[src/swas_ram.sv]
// ----------------------------------------------------------------------------
// swas_ram
// Generic simple dual port RAM, one write and one registered read port.
// ----------------------------------------------------------------------------
module swas_ram #(
	parameter int WIDTH = 8,
	parameter int DEPTH = 256
) (
	input  logic                                      clk,
	input  logic                                      wr_en,
	input  logic [((DEPTH > 1) ? $clog2(DEPTH) : 1)-1:0] wr_addr,
	input  logic [WIDTH-1:0]                          wr_data,
	input  logic                                      rd_en,
	input  logic [((DEPTH > 1) ? $clog2(DEPTH) : 1)-1:0] rd_addr,
	output logic [WIDTH-1:0]                          rd_data
);

	logic [WIDTH-1:0] mem_q [DEPTH];

	always_ff @(posedge clk) begin
		if (wr_en) begin
			mem_q[wr_addr] <= wr_data;
		end
		if (rd_en) begin
			rd_data <= mem_q[rd_addr];
		end
	end

endmodule

[config.mk]
export PLATFORM = sky130hd
export DESIGN_NAME = swas_ram
export DESIGN_NICKNAME = d
export VERILOG_FILES = /design/src/swas_ram.sv
export SDC_FILE = /design/constraint.sdc
export NUM_CORES = 2
export LEC_CHECK = 0
export BUFFER_PORTS_ARGS = -buffer_cell sky130_fd_sc_hd__buf_2
export CORE_UTILIZATION = 36
export DETAILED_ROUTE_END_ITERATION = 10
export PLACE_DENSITY = 0.53
export SYNTH_ARGS = -nofsm -noshare
export SYNTH_HDL_FRONTEND = slang
export SYNTH_SLANG_ARGS = --single-unit
[constraint.sdc]
create_clock -name clk -period 7.05 [get_ports clk]
set_input_delay 1.41 -clock clk [delete_from_list [all_inputs] [get_ports clk]]
set_output_delay 1.41 -clock clk [all_outputs]
set_load 0.01 [all_outputs]
==> results_dict.tcl <==
set metrics [dict create \
    dominantRegCellSynth "sky130_fd_sc_hd__edfxtp_1" \
    synth_top_cells_by_count "sky130_fd_sc_hd__edfxtp_1 (2056), sky130_fd_sc_hd__mux4_2 (454), sky130_fd_sc_hd__nor2_1 (282), sky130_fd_sc_hd__mux2i_1 (134), sky130_fd_sc_hd__a22oi_1 (133)" \
    dp_hpwl_um 125000 \
    via_count_of_the_first_global_routing_pass 39055 \
    port_buffers 34 \
    power.static_leakage_nw 27.2 \
    synth_top_cell_by_area "sky130_fd_sc_hd__edfxtp_1" \
    drive_gt1_frac 0.218 \
    post_cts_resized 0 \
    yosys_warnings 0 \
    syn_avg_cell_area_um2 21.3 \
    syn-instance-count 3733 \
    peakVddDrop_v 0.000283 \
    postCtsSetupRepairBufs 0 \
    ctsHoldBuffers 0 \
    power-per-cell-area_nw_per_um2 282 \
    totalWireLength_um 209000 \
    io_pins 35 \
    routed-via-count 38284 \
    timing.critical_path.from_type "input port" \
    drt_drc_violations_left 0 \
    report.final.hold_viol_count 0 \
    rsz_0062_raised_after_global_routing "false" \
    crit_path_max_fanout 58 \
    syn_nets 3760 \
    timing.critical_path.to_type "flip-flop" \
    synth_most_common_cell "sky130_fd_sc_hd__edfxtp_1" \
    num-nets-final 3873 \
    clock.fmax_ghz 0.226 \
    area_growth_syn_to_layout_pct 12.6 \
    ys_types 54 \
    asyncSetResetFlopFracSynth 0 \
    cts_inserted_buffers 211 \
    crit_required_ns 7.60 \
    max-clock-path-buffers 3 \
    setup_viol 0 \
    slew_headroom 0.194 \
    seqCellArea_um2 61700 \
    replace_congestion 0.810 \
    worstMarginPinSlew_ns 1.20 \
    timing.hold.worst.class "in2reg" \
    die_outline_area_um2 223000 \
    die_boundary_height_um 472 \
    tritoncts_num_sinks 2056 \
    filler_cell_count 19188 \
    drt_pre_antenna_iters 5 \
    placementRows 172 \
    synth_top_cell_area_share 0.775 \
    synth.yosys.seq_area_share 0.775 \
    cts_max_level 4 \
    maxCapViolCount 0 \
    min_period_over_period 0.627 \
    synthesis_stage_register_bit_count 2056 \
    area_occupied_by_multi_input_gates_um2 16500 \
    number_of_synthesized_flops_with_an_enable_pin 2056 \
    synthTopCellsByArea "sky130_fd_sc_hd__edfxtp_1 (78%), sky130_fd_sc_hd__mux4_2 (13%), sky130_fd_sc_hd__mux2i_1 (1.7%)" \
    wl_per_cell_um 30.0 \
    placed_cell_area_um2 83200 \
    globalRoute.totalOverflow 0 \
    maximum_number_of_pins_on_one_net_before_global_route_repair 162 \
    drt-vias-per-instance 5.49 \
    chipWidth_um 472 \
    worstPathArrival_ns 4.98 \
    timing.final.crit_period_ns 4.42 \
    cts_root_buffer "sky130_fd_sc_hd__clkbuf_16" \
    grt_first_pass_wirelength_um 298000 \
    start_util 0.362 \
    outcome "finished clean" \
    worstSetupPathType "in2reg" \
    skew_ns 0.0378 \
    final_max_slew_viol_count 0 \
    cts_tree "built" \
    fin_area_um2 89700 \
    antenna_found_initial 13 \
    clk_pin_slew_ns 0.06 \
    setup-tns-final_ns 0 \
    placeableCoreArea_um2 220000 \
    post_synth_instance_area_um2 79600 \
    dr.first_iter.drc_count 4216 \
    groute.usage.overall 0.187 \
    detail-route-antenna-nets 0 \
    clock_latency_ns 0.84 \
]
state kept, by name, summed over array words and instances (netlist names):
register / count
mem_q: 2048
rd_data: 8
routing by layer:
| layer | part of all wire | GRT usage | vias to the layer above |
|---|---|---|---|
| met5 | 0 | 0 | - |
| met4 | 0.029 | 0.0596 | 0 |
| met3 | 0.058 | 0.0275 | 277 |
| met2 | 0.49 | 0.301 | 1362 |
| met1 | 0.43 | 0.263 | 20691 |
| li1 | - | - | 15954 |
cell families (layout without fill, tap and decap cells):
group           after synthesis  in the layout  synth area share
simple gates                466            466            0.0263
buf+inv                     235            514            0.0183
mux                         591            591             0.146
other cells                   0              8                 0
compound gates              385            385            0.0342
flops                      2056           2056             0.775
final timing paths:
path | start | to | slack, ns | depth (start not counted)
setup / recovery | rd_addr[1] | rd_data[2]$_DFFE_PP_ | 2.63 | 8
hold / removal | rd_en | rd_data[7]$_DFFE_PP_ | 0.93 | 1
setup reg to reg | mem_q[72][7]$_DFFE_PP_ | rd_data[7]$_DFFE_PP_ | 4.04 | 6
hold reg to reg | mem_q[33][5]$_DFFE_PP_ | rd_data[5]$_DFFE_PP_ | 1.16 | 6
stage by stage:
step / setup WS [ns] / util / hold WS (ns) / power, mW / instances
after global routing: 2.64 / 0.408 / 0.892 / 25.9 / 6977
after CTS: 2.76 / 0.408 / 0.867 / 25.5 / 6970
after global placement: 1.72 / 0.379 / 1.07 / 15.0 / 6590
final: 2.63 / 0.408 / 0.932 / 25.3 / 6978
after detailed placement: 1.85 / 0.379 / 1.10 / 15.0 / 6591
after floorplan: 3.56 / - / 0.864 / 14.4 / 3733
area by class of cell:
type                       count  share of cell area
tap                         2958              0.0413
clock inverter               116              0.0103
multi-input combinational   1442               0.184
clock buffer                 263              0.0615
timing repair buffer         133              0.0141
inverter                       2           0.0000837
antenna                        8            0.000223
sequential                  2056               0.689
critical path: stages:
cell	delay, ns
sky130_fd_sc_hd__buf_8	0.46
sky130_fd_sc_hd__buf_12	0.39
sky130_fd_sc_hd__buf_4	0.59
sky130_fd_sc_hd__mux4_2	0.43
sky130_fd_sc_hd__a22oi_1	0.38
sky130_fd_sc_hd__a21oi_1	0.13
sky130_fd_sc_hd__nor4_1	0.99
sky130_fd_sc_hd__nor4_2	0.08
cells in the final DEF, fill, tap and decap left out, drive strengths merged, types with 4 or more instances in the layout:
| cell | netlist | final |
|---|---|---|
| a2111oi | 5 | 5 |
| a211oi | 16 | 16 |
| a21oi | 96 | 96 |
| a221oi | 14 | 14 |
| a22o | 8 | 8 |
| a22oi | 133 | 133 |
| and2 | 6 | 6 |
| buf | 122 | 133 |
| bufinv | 0 | 10 |
| clkbuf | 111 | 263 |
| clkinv | 1 | 98 |
| diode | 0 | 8 |
| edfxtp | 2056 | 2056 |
| inv | 1 | 8 |
| mux2i | 134 | 134 |
| mux4 | 456 | 456 |
| nand2 | 33 | 33 |
| nand2b | 8 | 8 |
| nand3 | 34 | 34 |
| nand4 | 10 | 10 |
| nor2 | 282 | 282 |
| nor2b | 31 | 31 |
| nor3 | 22 | 22 |
| nor4 | 27 | 27 |
| o211ai | 10 | 10 |
| o21ai | 12 | 12 |
| o221ai | 47 | 47 |
| o22a | 5 | 5 |
| o22ai | 28 | 28 |
| o32ai | 5 | 5 |
| or2 | 4 | 4 |
power breakdown:
part | internal (mW) | leakage (nW) | switching, mW | total (mW)
combinational | 0.402 | 5.53 | 0.817 | 1.22
clock | 5.89 | 3.14 | 4.65 | 10.5
sequential | 13.5 | 18.5 | 0.0205 | 13.5
total | 19.8 | 27.2 | 5.49 | 25.3
Power figures use the tool's default switching activity.
