<file path="src/swas_pkg.sv">
// ----------------------------------------------------------------------------
// swas_pkg
// Shared types and codes for the sliding window anagram search block.
// ----------------------------------------------------------------------------
package swas_pkg;

	localparam int ALPHABET_SIZE_DEF = 256;
	localparam int MAX_PATTERN_DEF   = 256;

	localparam logic [1:0] FUNC_PATTERN = 2'd0;
	localparam logic [1:0] FUNC_TEXT    = 2'd1;
	localparam logic [1:0] FUNC_CLEAR   = 2'd2;

	localparam logic [1:0] STATUS_OK       = 2'd0;
	localparam logic [1:0] STATUS_OVERFLOW = 2'd1;
	localparam logic [1:0] STATUS_LATE     = 2'd2;

	typedef struct packed {
		logic [1:0] func;
		logic [7:0] symbol;
	} item_t;

	typedef struct packed {
		logic       match_now;
		logic       found_so_far;
		logic       window_full;
		logic [1:0] status;
	} result_t;

	typedef struct packed {
		logic clear;
		logic rd_en;
		logic wr_en;
	} hist_cmd_t;

endpackage

</file>
<file path="src/swas_ram.sv">
// ----------------------------------------------------------------------------
// swas_ram
// Generic simple dual port RAM, one write and one registered read port.
// ----------------------------------------------------------------------------
module swas_ram #(
	parameter int WIDTH = 8,
	parameter int DEPTH = 256
) (
	input  logic                                      clk,
	input  logic                                      wr_en,
	input  logic [((DEPTH > 1) ? $clog2(DEPTH) : 1)-1:0] wr_addr,
	input  logic [WIDTH-1:0]                          wr_data,
	input  logic                                      rd_en,
	input  logic [((DEPTH > 1) ? $clog2(DEPTH) : 1)-1:0] rd_addr,
	output logic [WIDTH-1:0]                          rd_data
);

	logic [WIDTH-1:0] mem_q [DEPTH];

	always_ff @(posedge clk) begin
		if (wr_en) begin
			mem_q[wr_addr] <= wr_data;
		end
		if (rd_en) begin
			rd_data <= mem_q[rd_addr];
		end
	end

endmodule

</file>
<file path="src/swas_hist.sv">
// ----------------------------------------------------------------------------
// swas_hist
// Histogram store: pattern and window counts per symbol in one RAM, with
// per-entry valid bits so that clear takes effect at once.
// ----------------------------------------------------------------------------
module swas_hist #(
	parameter int ALPHABET_SIZE = swas_pkg::ALPHABET_SIZE_DEF,
	parameter int EW            = 18,
	localparam int AW           = $clog2(ALPHABET_SIZE)
) (
	input  logic                 clk,
	input  logic                 arst_n,
	input  swas_pkg::hist_cmd_t  cmd,
	input  logic [AW-1:0]        rd_addr,
	output logic [EW-1:0]        rd_data,
	input  logic [AW-1:0]        wr_addr,
	input  logic [EW-1:0]        wr_data
);

	logic [ALPHABET_SIZE-1:0] vld_q;
	logic                     vld_rd_q;
	logic [EW-1:0]            ram_data;

	swas_ram #(
		.WIDTH(EW),
		.DEPTH(ALPHABET_SIZE)
	) u_ram (
		.clk    (clk),
		.wr_en  (cmd.wr_en),
		.wr_addr(wr_addr),
		.wr_data(wr_data),
		.rd_en  (cmd.rd_en),
		.rd_addr(rd_addr),
		.rd_data(ram_data)
	);

	always_ff @(posedge clk or negedge arst_n) begin
		if (!arst_n) begin
			vld_q    <= '0;
			vld_rd_q <= 1'b0;
		end else begin
			if (cmd.clear) begin
				vld_q <= '0;
			end else if (cmd.wr_en) begin
				vld_q[wr_addr] <= 1'b1;
			end
			if (cmd.rd_en) begin
				vld_rd_q <= vld_q[rd_addr];
			end
		end
	end

	assign rd_data = vld_rd_q ? ram_data : '0;

endmodule

</file>
<file path="config.mk">
export PLATFORM = sky130hd
export DESIGN_NAME = swas_hist
export DESIGN_NICKNAME = d
export VERILOG_FILES = /design/src/swas_pkg.sv /design/src/swas_ram.sv /design/src/swas_hist.sv
export SDC_FILE = /design/constraint.sdc
export NUM_CORES = 2
export LEC_CHECK = 0
export BUFFER_PORTS_ARGS = -buffer_cell sky130_fd_sc_hd__buf_2
export CAP_MARGIN = 20
export CORE_MARGIN = 2
export CORE_UTILIZATION = 35
export DETAILED_ROUTE_END_ITERATION = 10
export PLACE_DENSITY = 0.6
export SETUP_SLACK_MARGIN = 0.2
export SYNTH_ARGS = -nofsm -noshare
export SYNTH_HDL_FRONTEND = slang
export SYNTH_MEMORY_MAX_BITS = 65536
export SYNTH_SLANG_ARGS = --single-unit
</file>
<file path="constraint.sdc">
create_clock -name clk -period 2.65 [get_ports clk]
set_clock_uncertainty 0.05 [all_clocks]
set_input_delay 0.53 -clock clk [delete_from_list [all_inputs] [get_ports clk]]
set_output_delay 0.53 -clock clk [all_outputs]
set_load 0.05 [all_outputs]
</file>
==> flow_summary_export.csv <==
group,metric,value,unit
logic_synthesis,syn-num-nets,8402,
sta,slew_violations,0,
grt,grt_pass1_wl,736800,um
grt,grt_antenna_before_repair,38,
sta,max_slew_margin,28.89,%
grt,gr-total-overflow,0,
clock_tree,cts_tree,"done",
clock_tree,htree_levels,5,
clock_tree,cts_buffer_depth,4,
run,timing.max_cap.violations,0,
sta,rsz0062_at_grt,"true",
route,vias,95290,
die,die_area,0.5366,mm^2
die,io_pins,57,
cells_and_area,drive_above_1_share,37.92,%
die,die_y,732.5,um
logic_synthesis,synth_seq_cells,4883,
logic_synthesis,synth-edff-count,4626,
logic_synthesis,synth_ff_type,"edfxtp_1",
clock_tree,clock_latency,1.03,ns
power,power,161400,uW
power,p_leak,0.07243,uW
route,wire_per_inst,30.93,um
clock_tree,clkTransAtPathRegs,0.06,ns
cells_and_area,fin_util,42.94,%
logic_synthesis,synth_warnings,0,
route,detail_route.vias_per_cell,5.603,
clock_tree,clockRootBuffer,"clkbuf_16",
worst_setup_path,start_kind,"register",
sta,maxClockFrequency,0.3814,GHz
die,die_x,732.5,um
logic_synthesis,synthDistinctLibCells,43,
clock_tree,clkSinkCount,4883,
worst_setup_path,slowest_delay,0.40,ns
logic_synthesis,synth_fa_ha_area_share,0,%
route,wirelength,526000,um
power,ir_drop,0.6600,mV
min_path,hold_path_class,"input pin to register",
logic_synthesis,synth_top_family_by_area,"multiplexers",
worst_setup_path,arrival,2.04,ns
cells_and_area,syn2layout_area_growth,22.25,%
logic_synthesis,synth_xor_area_share,0,%
sta,setup-violations-final,0,
sta,worst_pin_slew,1.067,ns
sta,hold_viol,0,
die,fp-row-count,267,
clock_tree,cts_buffers,471,
worst_setup_path,path_cells,"buf_6 -> and2_4 -> buf_8",
worst_setup_path,crit_slowest_cell,"dfrtp_2",
logic_synthesis,avgSynthCellArea,22.21,um^2
grt,grtUsageTotal,19.04,%
placed_design,gp_congestion,0.8508,
logic_synthesis,synth_simple_gate_area_share,1.837,%
route,drc,0,
die,start_util,35.13,%
sta,period_share,98.95,%
worst_setup_path,critPathCaptureType,"output pin",
sta,period_needed,2.622,ns
status,status,"completed",
logic_synthesis,synth_area,0.1858,mm^2
logic_synthesis,synthArstFlopShare,5.263,%
grt,first_global_vias,95460,
worst_setup_path,crit_required,2.07,ns
sta,final.setup.worst_slack,0.02790,ns
worst_setup_path,cp_max_fo,9,
logic_synthesis,syn_inst,8363,
cells_and_area,nNetsFinal,9636,
placed_design,post-dp-hpwl,324600,um
route,drt_pre_antenna_iters,6,
logic_synthesis,synthMuxAreaShare,14.79,%
worst_setup_path,crit_type,"register to output pin",
route,ant_nets,0,
placed_design,io_buffers,56,
sta,hold_slack,0.06249,ns
route,drt_iter0_drc,13050,
placed_design,dpl_worst_slack,-1.416,ns
power,cellPowerDensity,710.5,mW/mm^2
worst_setup_path,regToRegSetupSlack,0.21,ns
die,core,0.5288,mm^2
grt,grt_start_max_net_pins,97,
logic_synthesis,synth-compound-area-share,3.742,%
logic_synthesis,ys_seq_area_share,78.24,%
## through the flow
step,area (um^2),setup TNS [ns],instances
2_1_floorplan,187100,-0.3044,8363
3_3_place_gp,207500,-23.50,16050
3_5_place_dp,207500,-23.39,16050
4_1_cts,225200,-0.03710,16950
5_1_grt,227000,-0.01809,16980
6_report,227100,0,17010
## worst max-delay path: cells and delay by family (launching register included)
family                 cells  cell delay, ns
DFF                        1            0.40
buffers and inverters      2            0.33
and+or+nand+nor            1            0.26
## cell type report
type / count / area (um^2)
flip-flops and latches: 4883 / 145300
fillers: 44330 / 301700
well taps: 6994 / 8751
repair buffers: 1278 / 16080
diodes: 23 / 57.56
clock inverters: 255 / 2514
multi-input cells: 2958 / 41650
inverters: 5 / 18.77
clock buffers: 610 / 12670
## placed cells by master, fill, tap and decap left out, types with 156 or more instances in the layout
master / count
edfxtp_1: 4626
buf_12: 431
nor2_2: 208
nor2_1: 469
clkbuf_16: 482
dfrtp_1: 256
a221oi_2: 156
a22o_1: 247
buf_4: 689
mux4_2: 1202
## sequential cells by signal, indices dropped and copies added (netlist names)
signal / flops
vld_rd_q: 1
u_ram.mem_q: 4608
u_ram.rd_data: 18
vld_q: 256
## cell usage after synthesis (all sizes together), types with 5 or more instances
cell	n	area [um^2]
a221oi	288	2522
o22ai	153	957.2
edfxtp	4626	138900
nand2	30	112.6
o221ai	12	105.1
inv	5	18.77
nand4	30	187.7
o21ai	73	365.3
dfrtp	257	6431
buf	278	1665
o21ba	30	300.3
mux2i	38	380.4
clkbuf	239	897.1
a211oi	5	37.54
nor2	719	2699
a22o	290	2540
nand3	25	125.1
nor2b	11	68.82
and2	20	125.1
mux4	1202	27070
## timing repair
action / in CTS / in global routing
setup endpoints to repair: 37 / 37
hold endpoints to repair: 718 / 0
pin swaps: 54 / 92
hold buffers: 20 / 0
gates cloned: 7 / 3
buffers inserted: 12 / 29
resized for setup: 402 / 225
## worst paths after layout
path,from,to,cells past startpoint
max in group asynchronous,arst_n,vld_q[116],4
worst max register to register,u_ram.mem_q[51][3],u_ram.rd_data[3],8
worst max-delay path,vld_rd_q,rd_data[15],3
worst min-delay path,wr_data[13],u_ram.mem_q[214][13],1
min in group asynchronous,arst_n,vld_q[110],3
worst min register to register,vld_q[161],vld_q[161],2
## metal layers
metal  vias to the layer above  share of wire, %  global-route usage (%)
met5                         -             0.013                       0
met4                        12               3.0                   5.059
met3                       773               9.6                   3.867
met2                      4735                47                   30.22
met1                     51590                40                   26.89
li1                      38180                 -                       -
## kinds of logic (layout without fill, tap and decap cells)
family / count (synthesis) / after routing
AOI/OAI and AO/OA: 867 / 867
buffers and inverters: 522 / 2148
DFF: 4883 / 4883
muxes: 1242 / 1242
other: 0 / 23
and+or+nand+nor: 849 / 849
## power by group
| part | leakage (uW) | internal, uW | switching (uW) |
|---|---|---|---|
| combinational | 0.0198 | 4210 | 6150 |
| clock | 0.00741 | 37600 | 28700 |
| sequential | 0.0452 | 84600 | 82.8 |
No activity file was read; power rests on OpenSTA's default activity.
